--- config.mk ---
export PLATFORM = sky130hd
export DESIGN_NAME = ecn_marking_pausable_queue_top_flat
export DESIGN_NICKNAME = d
export VERILOG_FILES = /design/src/rtl/core/ecnq_pkg.sv /design/src/rtl/core/ecnq_evt_if.sv /design/src/rtl/core/ecnq_res_if.sv /design/src/rtl/core/ecnq_ram.sv /design/src/rtl/core/ecnq_ctrl.sv /design/src/rtl/core/ecnq_dp.sv /design/src/rtl/core/ecn_marking_pausable_queue_top.sv /design/src/flat_wrapper.sv
export SDC_FILE = /design/constraint.sdc
export NUM_CORES = 2
export LEC_CHECK = 0
export BUFFER_PORTS_ARGS = -buffer_cell sky130_fd_sc_hd__buf_4
export CORE_ASPECT_RATIO = 0.9
export CORE_MARGIN = 2
export CORE_UTILIZATION = 61
export DETAILED_ROUTE_END_ITERATION = 10
export PLACE_DENSITY_LB_ADDON = 0.2
export SLEW_MARGIN = 20
export SYNTH_ARGS = -nofsm -noshare
export SYNTH_HDL_FRONTEND = slang
export SYNTH_SLANG_ARGS = --single-unit
--- constraint.sdc ---
create_clock -name clk -period 12.9 [get_ports clk]
set_input_delay 2.58 -clock clk [delete_from_list [all_inputs] [get_ports clk]]
set_output_delay 2.58 -clock clk [all_outputs]
set_load 0.05 [all_outputs]
--- src/rtl/core/ecnq_pkg.sv ---
// Shared types and constants of the ECN marking pausable queue.
package ecnq_pkg;

  localparam int CMD_W   = 2;
  localparam int BYTES_W = 14;
  localparam int QUANT_W = 16;
  localparam int OCC_W   = 20;
  localparam int STATE_W = 2;
  localparam int DROP_W  = 32;
  localparam int CFG_W   = 32;
  localparam int PADDR_W = 3;

  // largest packet that may be queued; larger arrivals are dropped
  localparam logic [16:0] MAX_PACKET_BYTES = 17'd9216;

  // event commands
  localparam logic [CMD_W-1:0] CMD_DATA    = 2'd0;
  localparam logic [CMD_W-1:0] CMD_PAUSE   = 2'd1;
  localparam logic [CMD_W-1:0] CMD_SERVICE = 2'd2;

  // sender states reported in send_state
  localparam logic [STATE_W-1:0] SEND_READY      = 2'd0;
  localparam logic [STATE_W-1:0] SEND_PAUSE_RCVD = 2'd1;
  localparam logic [STATE_W-1:0] SEND_PAUSED     = 2'd2;

  // configuration register indexes (byte address bit 2)
  localparam logic REG_MAX_BYTES     = 1'b0;
  localparam logic REG_ECN_THRESHOLD = 1'b1;

  localparam logic [OCC_W-1:0] MAX_BYTES_RESET     = 20'd1048575;
  localparam logic [OCC_W-1:0] ECN_THRESHOLD_RESET = 20'd65536;

  // controller to datapath commands
  typedef struct packed {
    logic load;    // capture the accepted event word
    logic commit;  // execute the event and load the result register
  } ecnq_cmd_t;

  // one result word
  typedef struct packed {
    logic               dropped;
    logic               marked_ce;
    logic [BYTES_W-1:0] departed_bytes;
    logic               start_service;
    logic [STATE_W-1:0] send_state;
    logic [OCC_W-1:0]   occupancy_bytes;
    logic [DROP_W-1:0]  drop_total;
    logic               underflow_error;
  } ecnq_result_t;

endpackage

--- src/rtl/core/ecnq_evt_if.sv ---
// Event channel: valid/ready handshake carrying one queue event word.
interface ecnq_evt_if;
  logic                          valid;
  logic                          ready;
  logic [ecnq_pkg::CMD_W-1:0]    command;
  logic [ecnq_pkg::BYTES_W-1:0]  packet_bytes;
  logic [ecnq_pkg::QUANT_W-1:0]  pause_quanta;

  modport source (output valid, command, packet_bytes, pause_quanta, input ready);
  modport sink   (input valid, command, packet_bytes, pause_quanta, output ready);
endinterface

--- src/rtl/core/ecnq_res_if.sv ---
// Result channel: valid/ready handshake carrying one queue result word.
interface ecnq_res_if;
  logic                          valid;
  logic                          ready;
  logic                          dropped;
  logic                          marked_ce;
  logic [ecnq_pkg::BYTES_W-1:0]  departed_bytes;
  logic                          start_service;
  logic [ecnq_pkg::STATE_W-1:0]  send_state;
  logic [ecnq_pkg::OCC_W-1:0]    occupancy_bytes;
  logic [ecnq_pkg::DROP_W-1:0]   drop_total;
  logic                          underflow_error;

  modport source (output valid, dropped, marked_ce, departed_bytes, start_service,
                  send_state, occupancy_bytes, drop_total, underflow_error,
                  input ready);
  modport sink   (input valid, dropped, marked_ce, departed_bytes, start_service,
                  send_state, occupancy_bytes, drop_total, underflow_error,
                  output ready);
endinterface

--- src/rtl/core/ecnq_ram.sv ---
// Generic single-write, single-read RAM with registered read data.
module ecnq_ram #(
  parameter int WIDTH = 14,
  parameter int DEPTH = 64
) (
  input  logic                     clk,
  input  logic                     we,
  input  logic [$clog2(DEPTH)-1:0] waddr,
  input  logic [WIDTH-1:0]         wdata,
  input  logic [$clog2(DEPTH)-1:0] raddr,
  output logic [WIDTH-1:0]         rdata
);

  logic [WIDTH-1:0] mem [DEPTH];

  // write port
  always_ff @(posedge clk) begin
    if (we) begin
      mem[waddr] <= wdata;
    end
  end

  // registered read port
  always_ff @(posedge clk) begin
    rdata <= mem[raddr];
  end

endmodule

--- src/rtl/core/ecnq_ctrl.sv ---
// Controller: event sequencing and result register handshake.
module ecnq_ctrl (
  input  logic                clk,
  input  logic                rst,
  input  logic                evt_valid,
  output logic                evt_ready,
  output logic                res_valid,
  input  logic                res_ready,
  output ecnq_pkg::ecnq_cmd_t cmd
);
  import ecnq_pkg::*;

  typedef enum logic [1:0] {
    ST_IDLE = 2'b01,
    ST_EXEC = 2'b10
  } state_t;

  state_t state, state_next;
  logic   can_emit;
  logic   res_valid_next;

  // result register is free when empty or being taken this cycle
  assign can_emit = !res_valid || res_ready;

  // sequence: accept, then execute once the result register is free
  always_comb begin
    state_next = state;
    evt_ready  = 1'b0;
    cmd.load   = 1'b0;
    cmd.commit = 1'b0;
    unique case (state)
      ST_IDLE: begin
        evt_ready = 1'b1;
        cmd.load  = evt_valid;
        if (evt_valid) begin
          state_next = ST_EXEC;
        end
      end
      ST_EXEC: begin
        cmd.commit = can_emit;
        if (can_emit) begin
          state_next = ST_IDLE;
        end
      end
      default: begin
        state_next = ST_IDLE;
      end
    endcase
  end

  // hold the result word until the sink takes it
  always_comb begin
    if (cmd.commit) begin
      res_valid_next = 1'b1;
    end else if (res_ready) begin
      res_valid_next = 1'b0;
    end else begin
      res_valid_next = res_valid;
    end
  end

  always_ff @(posedge clk) begin
    if (rst) begin
      state     <= ST_IDLE;
      res_valid <= 1'b0;
    end else begin
      state     <= state_next;
      res_valid <= res_valid_next;
    end
  end

endmodule

--- src/rtl/core/ecnq_dp.sv ---
// Datapath: size FIFO, byte occupancy, pause state, drop count, result word.
module ecnq_dp #(
  parameter int FIFO_DEPTH = 64
) (
  input  logic                         clk,
  input  logic                         rst,
  input  ecnq_pkg::ecnq_cmd_t          cmd,
  input  logic [ecnq_pkg::CMD_W-1:0]   command,
  input  logic [ecnq_pkg::BYTES_W-1:0] packet_bytes,
  input  logic [ecnq_pkg::QUANT_W-1:0] pause_quanta,
  input  logic [ecnq_pkg::OCC_W-1:0]   max_bytes,
  input  logic [ecnq_pkg::OCC_W-1:0]   ecn_threshold,
  output ecnq_pkg::ecnq_result_t       result
);
  import ecnq_pkg::*;

  localparam int ADDR_W = (FIFO_DEPTH > 1) ? $clog2(FIFO_DEPTH) : 1;
  localparam int CNT_W  = $clog2(FIFO_DEPTH + 1);
  localparam int SUM_W  = CNT_W + 1;
  localparam logic [CNT_W-1:0]  DEPTH_CNT  = CNT_W'(FIFO_DEPTH);
  localparam logic [SUM_W-1:0]  DEPTH_SUM  = SUM_W'(FIFO_DEPTH);
  localparam logic [ADDR_W-1:0] LAST_ADDR  = ADDR_W'(FIFO_DEPTH - 1);

  // captured event word
  logic [CMD_W-1:0]   command_q;
  logic [BYTES_W-1:0] bytes_q;
  logic [QUANT_W-1:0] quanta_q;

  // queue state
  logic [CNT_W-1:0]   fifo_count, fifo_count_next;
  logic [ADDR_W-1:0]  head_pointer, head_pointer_next;
  logic [OCC_W-1:0]   queued_bytes, queued_bytes_next;
  logic [STATE_W-1:0] pause_state, pause_state_next;
  logic [DROP_W-1:0]  drop_counter, drop_counter_next;

  logic [SUM_W-1:0]   tail_sum;
  logic [ADDR_W-1:0]  tail;
  logic [OCC_W:0]     occ_sum;
  logic               drop;
  logic               push;
  logic [BYTES_W-1:0] head_bytes;
  ecnq_result_t       result_next;

  ecnq_ram #(
    .WIDTH (BYTES_W),
    .DEPTH (FIFO_DEPTH)
  ) u_size_ram (
    .clk   (clk),
    .we    (push),
    .waddr (tail),
    .wdata (bytes_q),
    .raddr (head_pointer),
    .rdata (head_bytes)
  );

  // capture the event word at accept
  always_ff @(posedge clk) begin
    if (cmd.load) begin
      command_q <= command;
      bytes_q   <= packet_bytes;
      quanta_q  <= pause_quanta;
    end
  end

  // tail slot wraps once at most since head stays below the depth and count never exceeds it
  assign tail_sum = SUM_W'(head_pointer) + SUM_W'(fifo_count);
  always_comb begin
    if (tail_sum >= DEPTH_SUM) begin
      tail = ADDR_W'(tail_sum - DEPTH_SUM);
    end else begin
      tail = ADDR_W'(tail_sum);
    end
  end

  // admission check for arrivals
  assign occ_sum = {1'b0, queued_bytes} + {{(OCC_W + 1 - BYTES_W){1'b0}}, bytes_q};
  assign drop    = ({3'b000, bytes_q} > MAX_PACKET_BYTES) ||
                   (occ_sum > {1'b0, max_bytes}) ||
                   (fifo_count >= DEPTH_CNT);
  assign push    = cmd.commit && (command_q == CMD_DATA) && !drop;

  // event execution
  always_comb begin
    fifo_count_next   = fifo_count;
    head_pointer_next = head_pointer;
    queued_bytes_next = queued_bytes;
    pause_state_next  = pause_state;
    drop_counter_next = drop_counter;
    result_next       = '0;
    unique case (command_q)
      CMD_DATA: begin
        if (drop) begin
          result_next.dropped = 1'b1;
          drop_counter_next   = drop_counter + 1'b1;
        end else begin
          fifo_count_next   = fifo_count + 1'b1;
          queued_bytes_next = occ_sum[OCC_W-1:0];
          result_next.start_service = (fifo_count == '0) && (pause_state == SEND_READY);
        end
      end
      CMD_PAUSE: begin
        if (quanta_q != '0) begin
          pause_state_next = (queued_bytes != '0) ? SEND_PAUSE_RCVD : SEND_PAUSED;
        end else begin
          pause_state_next          = SEND_READY;
          result_next.start_service = (queued_bytes != '0);
        end
      end
      CMD_SERVICE: begin
        if (fifo_count == '0) begin
          result_next.underflow_error = 1'b1;
        end else begin
          result_next.departed_bytes = head_bytes;
          result_next.marked_ce      = (queued_bytes > ecn_threshold);
          fifo_count_next            = fifo_count - 1'b1;
          head_pointer_next = (head_pointer == LAST_ADDR) ? '0 : head_pointer + 1'b1;
          if (pause_state == SEND_PAUSE_RCVD) begin
            pause_state_next = SEND_PAUSED;
          end
          if (queued_bytes >= {{(OCC_W - BYTES_W){1'b0}}, head_bytes}) begin
            queued_bytes_next = queued_bytes - {{(OCC_W - BYTES_W){1'b0}}, head_bytes};
          end else begin
            queued_bytes_next = '0;
          end
          result_next.start_service = (fifo_count_next != '0) &&
                                      (pause_state_next == SEND_READY);
        end
      end
      default: begin
      end
    endcase
    result_next.send_state      = pause_state_next;
    result_next.occupancy_bytes = queued_bytes_next;
    result_next.drop_total      = drop_counter_next;
  end

  // commit queue state
  always_ff @(posedge clk) begin
    if (rst) begin
      fifo_count   <= '0;
      head_pointer <= '0;
      queued_bytes <= '0;
      pause_state  <= SEND_READY;
      drop_counter <= '0;
    end else if (cmd.commit) begin
      fifo_count   <= fifo_count_next;
      head_pointer <= head_pointer_next;
      queued_bytes <= queued_bytes_next;
      pause_state  <= pause_state_next;
      drop_counter <= drop_counter_next;
    end
  end

  // load the result register
  always_ff @(posedge clk) begin
    if (cmd.commit) begin
      result <= result_next;
    end
  end

endmodule

--- src/rtl/core/ecn_marking_pausable_queue_top.sv ---
// Top level of the ECN marking pausable queue: config registers and channel wiring.
//
//  channel  dir   handshake      word
//  evt      in    valid/ready    command, packet_bytes, pause_quanta
//  res      out   valid/ready    dropped .. underflow_error, one per event
//  apb      in    psel/penable   max_bytes @0x0, ecn_threshold @0x4
//
// Each event is accepted and then executed, where the size RAM's registered
// read of the head entry is consumed. An event waits in execute while the
// result register still holds an untaken word.
// Reset (rst, synchronous) clears counters, pause state and the result valid,
// and restores the config registers; the size RAM contents are not cleared.
module ecn_marking_pausable_queue_top #(
  parameter int FIFO_DEPTH = 64
) (
  input  logic                          clk,
  input  logic                          rst,
  ecnq_evt_if.sink                      evt,
  ecnq_res_if.source                    res,
  input  logic                          psel,
  input  logic                          penable,
  input  logic                          pwrite,
  input  logic [ecnq_pkg::PADDR_W-1:0]  paddr,
  input  logic [ecnq_pkg::CFG_W-1:0]    pwdata,
  output logic [ecnq_pkg::CFG_W-1:0]    prdata,
  output logic                          pready
);
  import ecnq_pkg::*;

  logic [OCC_W-1:0] max_bytes;
  logic [OCC_W-1:0] ecn_threshold;
  logic             cfg_write;
  ecnq_cmd_t        ctrl_cmd;
  ecnq_result_t     result;

  // config register file
  assign pready    = 1'b1;
  assign cfg_write = psel && penable && pwrite;

  always_ff @(posedge clk) begin
    if (rst) begin
      max_bytes     <= MAX_BYTES_RESET;
      ecn_threshold <= ECN_THRESHOLD_RESET;
    end else if (cfg_write) begin
      if (paddr[2] == REG_MAX_BYTES) begin
        max_bytes <= pwdata[OCC_W-1:0];
      end else begin
        ecn_threshold <= pwdata[OCC_W-1:0];
      end
    end
  end

  assign prdata = (paddr[2] == REG_ECN_THRESHOLD) ?
                  {{(CFG_W - OCC_W){1'b0}}, ecn_threshold} :
                  {{(CFG_W - OCC_W){1'b0}}, max_bytes};

  ecnq_ctrl u_ctrl (
    .clk       (clk),
    .rst       (rst),
    .evt_valid (evt.valid),
    .evt_ready (evt.ready),
    .res_valid (res.valid),
    .res_ready (res.ready),
    .cmd       (ctrl_cmd)
  );

  ecnq_dp #(
    .FIFO_DEPTH (FIFO_DEPTH)
  ) u_dp (
    .clk           (clk),
    .rst           (rst),
    .cmd           (ctrl_cmd),
    .command       (evt.command),
    .packet_bytes  (evt.packet_bytes),
    .pause_quanta  (evt.pause_quanta),
    .max_bytes     (max_bytes),
    .ecn_threshold (ecn_threshold),
    .result        (result)
  );

  // drive the result word
  assign res.dropped         = result.dropped;
  assign res.marked_ce       = result.marked_ce;
  assign res.departed_bytes  = result.departed_bytes;
  assign res.start_service   = result.start_service;
  assign res.send_state      = result.send_state;
  assign res.occupancy_bytes = result.occupancy_bytes;
  assign res.drop_total      = result.drop_total;
  assign res.underflow_error = result.underflow_error;

  // a committed event always shows a result word next cycle
  a_commit_shows: assert property (@(posedge clk) disable iff (rst)
    ctrl_cmd.commit |=> res.valid)
    else $error("commit did not present a result word");

  // no event is accepted while one is executing
  a_no_overlap: assert property (@(posedge clk) disable iff (rst)
    !(evt.ready && ctrl_cmd.commit))
    else $error("event accepted during execute");

  // an empty pop departs nothing
  a_underflow_clean: assert property (@(posedge clk) disable iff (rst)
    (res.valid && res.underflow_error) |-> (res.departed_bytes == '0 && !res.marked_ce))
    else $error("underflow word carries a departure");

  // a dropped arrival never starts service
  a_drop_no_start: assert property (@(posedge clk) disable iff (rst)
    (res.valid && res.dropped) |-> !res.start_service)
    else $error("dropped arrival started service");

endmodule
--- src/flat_wrapper.sv ---
// flat-port wrapper written by rule: the top's interface ports become plain ports
module ecn_marking_pausable_queue_top_flat import ecnq_pkg::*;
#(
  parameter int FIFO_DEPTH = 64
)
  (clk, rst, psel, penable, pwrite, paddr, pwdata, prdata, pready, evt_valid, evt_command, evt_packet_bytes, evt_pause_quanta, evt_ready, res_valid, res_dropped, res_marked_ce, res_departed_bytes, res_start_service, res_send_state, res_occupancy_bytes, res_drop_total, res_underflow_error, res_ready);
  ecnq_evt_if evt_i ();
  ecnq_res_if res_i ();
  input  logic clk;
  input  logic rst;
  input  logic psel;
  input  logic penable;
  input  logic pwrite;
  input  logic [ecnq_pkg::PADDR_W-1:0] paddr;
  input  logic [ecnq_pkg::CFG_W-1:0] pwdata;
  output logic [ecnq_pkg::CFG_W-1:0] prdata;
  output logic pready;
  input wire logic [$bits(evt_i.valid)-1:0] evt_valid;
  input wire logic [$bits(evt_i.command)-1:0] evt_command;
  input wire logic [$bits(evt_i.packet_bytes)-1:0] evt_packet_bytes;
  input wire logic [$bits(evt_i.pause_quanta)-1:0] evt_pause_quanta;
  output wire logic [$bits(evt_i.ready)-1:0] evt_ready;
  output wire logic [$bits(res_i.valid)-1:0] res_valid;
  output wire logic [$bits(res_i.dropped)-1:0] res_dropped;
  output wire logic [$bits(res_i.marked_ce)-1:0] res_marked_ce;
  output wire logic [$bits(res_i.departed_bytes)-1:0] res_departed_bytes;
  output wire logic [$bits(res_i.start_service)-1:0] res_start_service;
  output wire logic [$bits(res_i.send_state)-1:0] res_send_state;
  output wire logic [$bits(res_i.occupancy_bytes)-1:0] res_occupancy_bytes;
  output wire logic [$bits(res_i.drop_total)-1:0] res_drop_total;
  output wire logic [$bits(res_i.underflow_error)-1:0] res_underflow_error;
  input wire logic [$bits(res_i.ready)-1:0] res_ready;
  assign evt_i.valid = evt_valid;
  assign evt_i.command = evt_command;
  assign evt_i.packet_bytes = evt_packet_bytes;
  assign evt_i.pause_quanta = evt_pause_quanta;
  assign evt_ready = evt_i.ready;
  assign res_valid = res_i.valid;
  assign res_dropped = res_i.dropped;
  assign res_marked_ce = res_i.marked_ce;
  assign res_departed_bytes = res_i.departed_bytes;
  assign res_start_service = res_i.start_service;
  assign res_send_state = res_i.send_state;
  assign res_occupancy_bytes = res_i.occupancy_bytes;
  assign res_drop_total = res_i.drop_total;
  assign res_underflow_error = res_i.underflow_error;
  assign res_i.ready = res_ready;
  ecn_marking_pausable_queue_top #(.FIFO_DEPTH(FIFO_DEPTH)) u_core (.clk(clk), .rst(rst), .evt(evt_i), .res(res_i), .psel(psel), .penable(penable), .pwrite(pwrite), .paddr(paddr), .pwdata(pwdata), .prdata(prdata), .pready(pready));
endmodule
==> impl_metrics.yaml <==
worst_setup_path:
  r2r_cells: 19
  crit_buf_inv: 3
  r2r-start: "u_core.u_dp.bytes_q[6]"
  path_class: "flop to flop"
  crit_required_ps: 13280
  endpoint_kind: "flop"
  crit_family: "compound AO/OA/AOI/OAI gates"
  critPathSlowestCell: "nand4_1"
  cp.arrival_ps: 7570
  worstPathCellList: "buf_4 -> ha_1 -> a2111oi_0 -> o21ai_0 -> a41oi_1 -> o22ai_1 -> a21oi_1 -> nor2_1 -> xnor2_1 -> ha_1 -> a22oi_1 -> o211a_1 -> o211ai_1 -> o31a_2 -> nor4_2 -> buf_4 -> nand4_1 -> nor2_1 -> buf_4"
  path_common_cell: "buf_4"
  worstSetupStartpointType: "flop"
  worstReg2RegEnd: "u_core.u_dp.u_size_ram.mem[39][1]"
  r2r_slack_ps: 5710
  slowest_delay_ps: 740
  path_max_fanout: 66
drt:
  routed_wl_um: 114000
  antenna_left: 0
  via_count: 26391
  drt_iter0_drc: 3054
  vias_per_cell: 6.51
  wl_per_cell_um: 28.1
  dr.pass1.iters: 7
  route.detailed.drc: 0
clocking:
  htree_levels: 3
  cts_tree: "done"
  insertion_delay_ps: 700
  clk_path_buf_depth: 3
  cts_resized: 0
  hold_buffers: 0
  cts_buffers: 107
  root_buffer: "clkbuf_16"
  clock-sinks: 1124
  cts.clk_slew.worst_paths_ps: 60
  cts_setup_buffers: 0
place:
  gp_congestion: 0.990
  hpwl_um: 68700
  dpl_cell_area_um2: 49300
  io_buffer_count: 153
sta:
  tightestPinTransition_ps: 1120
  min_period_ps: 7190
  relSlewSlack_pct: 25.2
  finalSetupViolations: 0
  setup_tns_ps: 0
  finalHoldViolCount: 0
  max_freq_mhz: 139
  post-route-period-util_pct: 55.8
  slew_viol_final: 0
  clock_skew_ps: 39.0
  rsz0062_at_grt: "false"
logic_synthesis:
  synth-main-ff-cell: "edfxtp_1"
  ys_warn_count: 0
  avgSynthCellArea_um2: 17.2
  yosysSeqAreaShare_pct: 69.6
  synth.ff_latch_count: 1124
  synth_edf_count: 1000
  async_reset_ff_share_pct: 0
  synth_cells: 2707
  ys_types: 78
  syn_area_um2: 46700
die:
  pin_count: 181
  chipHeight_um: 266
  coreArea_um2: 76000
  start_util_pct: 61.4
  die_area_um2: 78800
  rows: 96
  die_x_um: 296
layout:
  synthToLayoutAreaGrowth_pct: 13.1
  fillerInstances: 4780
  drive_gt1_share_pct: 23.9
  num-nets-final: 3089
  fin_area_um2: 52800
run_status:
  status: "completed"
grt:
  grt-ovfl-total: 0
  grt_usage_pct: 29.2
  grt_pass1_wl_um: 166000
  grt_max_degree: 98
  grt_pass1_vias: 25291
  antenna_found_initial: 1
run:
  maxCapViolations: 0
power_and_ir_drop:
  intPower_mw: 5.81
  leakage_nw: 17.4
  total_power_mw: 7.34
  p_switching_mw: 1.53
  ir_drop_v: 0.000132
  combPwrFrac_pct: 3.3
  p_sw_share_pct: 20.8
  pwr-share-clk_pct: 42.4
  p_seq_share_pct: 54.3
  cellPowerDensity_nw_per_um2: 139
hold_path:
  hold_start: "u_core.ecn_threshold[17]"
  holdPathStages: 2
  min_to: "u_core.ecn_threshold[17]"
  min-delay-path-class: "flop to flop"
worst register-to-register path, stage by stage (launching register included):
cell and delay (ps):
edfxtp_1 330, buf_4 570, ha_1 550, a2111oi_0 410
o21ai_0 220, a41oi_1 420, o22ai_1 210, a21oi_1 400
nor2_1 120, xnor2_1 150, ha_1 210, a22oi_1 200
o211a_1 190, o211ai_1 110, o31a_2 370, nor4_2 260
buf_4 370, nand4_1 760, nor2_1 740, buf_4 310
cell usage after synthesis, drive strengths merged (10+ instances only):
cell type / number / area share, %
nor4: 19 / 0.25
o31ai: 14 / 0.24
nand3: 31 / 0.33
nand4: 27 / 0.36
nor2b: 12 / 0.16
a31oi: 11 / 0.15
a211oi: 16 / 0.26
xnor2: 45 / 0.84
a21oi: 105 / 1.1
a211o: 25 / 0.47
nor2: 198 / 1.6
edfxtp: 1000 / 64
xor2: 41 / 0.77
ha: 83 / 2.2
nor3: 38 / 0.41
or3: 14 / 0.19
dfxtp: 124 / 5.3
clkbuf: 91 / 0.73
and3: 13 / 0.17
or4: 11 / 0.18
nand2: 137 / 1.1
inv: 89 / 0.72
buf: 54 / 0.57
o21ai: 67 / 0.72
o21a: 10 / 0.16
mux4: 294 / 14
o211ai: 11 / 0.18
a21o: 22 / 0.35
cells in the final DEF (no fill, tap or decap), types with 14 or more instances in the layout:
cell	n
mux4_2	294
nor2_1	194
a211o_1	25
nand3_1	31
or3_1	14
xor2_1	41
clkinv_1	21
ha_1	83
nor4_1	18
a21o_1	22
clkbuf_16	110
buf_4	247
nor3_1	38
inv_1	88
edfxtp_1	1000
nand2_1	137
a21oi_1	105
o21ai_0	65
clkbuf_1	31
xnor2_1	45
dfxtp_1	120
nand4_1	27
a211oi_1	16
routing by layer:
layer	vias up	track usage, %	part of all wire (%)
met1	13547	43.7	41
met4	2	8.36	3.0
met5	-	0	0.011
li1	11199	-	-
met2	1443	44.1	47
met3	200	5.97	9.8
through the flow:
stage	setup WS [ps]	cells	utilization, %	hold WS, ps
after detailed placement	5940	3849	64.8	465
final	5710	4051	69.5	479
after CTS	5910	4049	69.5	478
after global placement	5850	3849	64.8	460
after global routing	5270	4049	69.5	493
after floorplan	6480	2718	-	450
sequential cells by signal, summed over array words and instances, names as in the netlist:
register / count
u_core.max_bytes: 20
u_core.u_dp.head_pointer: 6
u_core.u_dp.command_q: 2
u_core.u_ctrl.state: 2
u_core.u_dp.drop_counter: 32
u_core.u_dp.u_size_ram.rdata: 14
u_core.u_ctrl.res_valid: 1
u_core.u_dp.quanta_q: 16
u_core.u_dp.fifo_count: 7
u_core.ecn_threshold: 20
u_core.u_dp.pause_state: 2
u_core.u_dp.u_size_ram.mem: 896
u_core.u_dp.queued_bytes: 20
u_core.u_dp.bytes_q: 14
u_core.u_dp.result: 72
kinds of logic after synthesis:
kind of cell / share of synthesized area, %
compound gates: 4.82
simple gates: 5.27
mux: 14.3
xor+xnor: 1.61
fa+ha+maj: 2.35
buf+inv: 2.02
other cells: 0.0161
flops: 69.6
power by group through the flow:
stage	registers, mW	clock network, mW	logic [mW]
2_1_floorplan	4.10	0	0.110
3_3_place_gp	4.06	0	0.226
3_5_place_dp	4.06	0	0.237
4_1_cts	3.99	3.15	0.238
5_1_grt	3.99	3.28	0.257
6_report	3.99	3.11	0.239
how the worst max path moves through the flow:
stage | start | to | slack, ps | depth (start not counted)
6_report | u_core.u_dp.bytes_q[6] | u_core.u_dp.u_size_ram.mem[39][1] | 5710 | 19
5_1_grt | u_core.u_dp.bytes_q[6] | u_core.u_dp.u_size_ram.mem[39][10] | 5270 | 19
4_1_cts | u_core.u_dp.bytes_q[6] | u_core.u_dp.u_size_ram.mem[39][3] | 5910 | 19
3_5_place_dp | u_core.u_dp.bytes_q[6] | u_core.u_dp.u_size_ram.mem[38][2] | 5940 | 19
3_3_place_gp | u_core.u_dp.bytes_q[6] | u_core.u_dp.u_size_ram.mem[9][4] | 5850 | 18
2_1_floorplan | paddr[2] | prdata[19] | 6480 | 2
final cells by class:
type | instances | area, um^2 | area share [%]
Tap cell | 1029 | 1290 | 2.44
Timing Repair Buffer | 247 | 1850 | 3.51
Clock buffer | 144 | 2910 | 5.51
Antenna cell | 2 | 5.00 | 0.00947
Clock inverter | 56 | 596 | 1.13
Inverter | 89 | 337 | 0.637
Multi-Input combinational cell | 1360 | 13300 | 25.2
Sequential cell | 1124 | 32500 | 61.6
No activity file was read; power rests on OpenSTA's default activity.
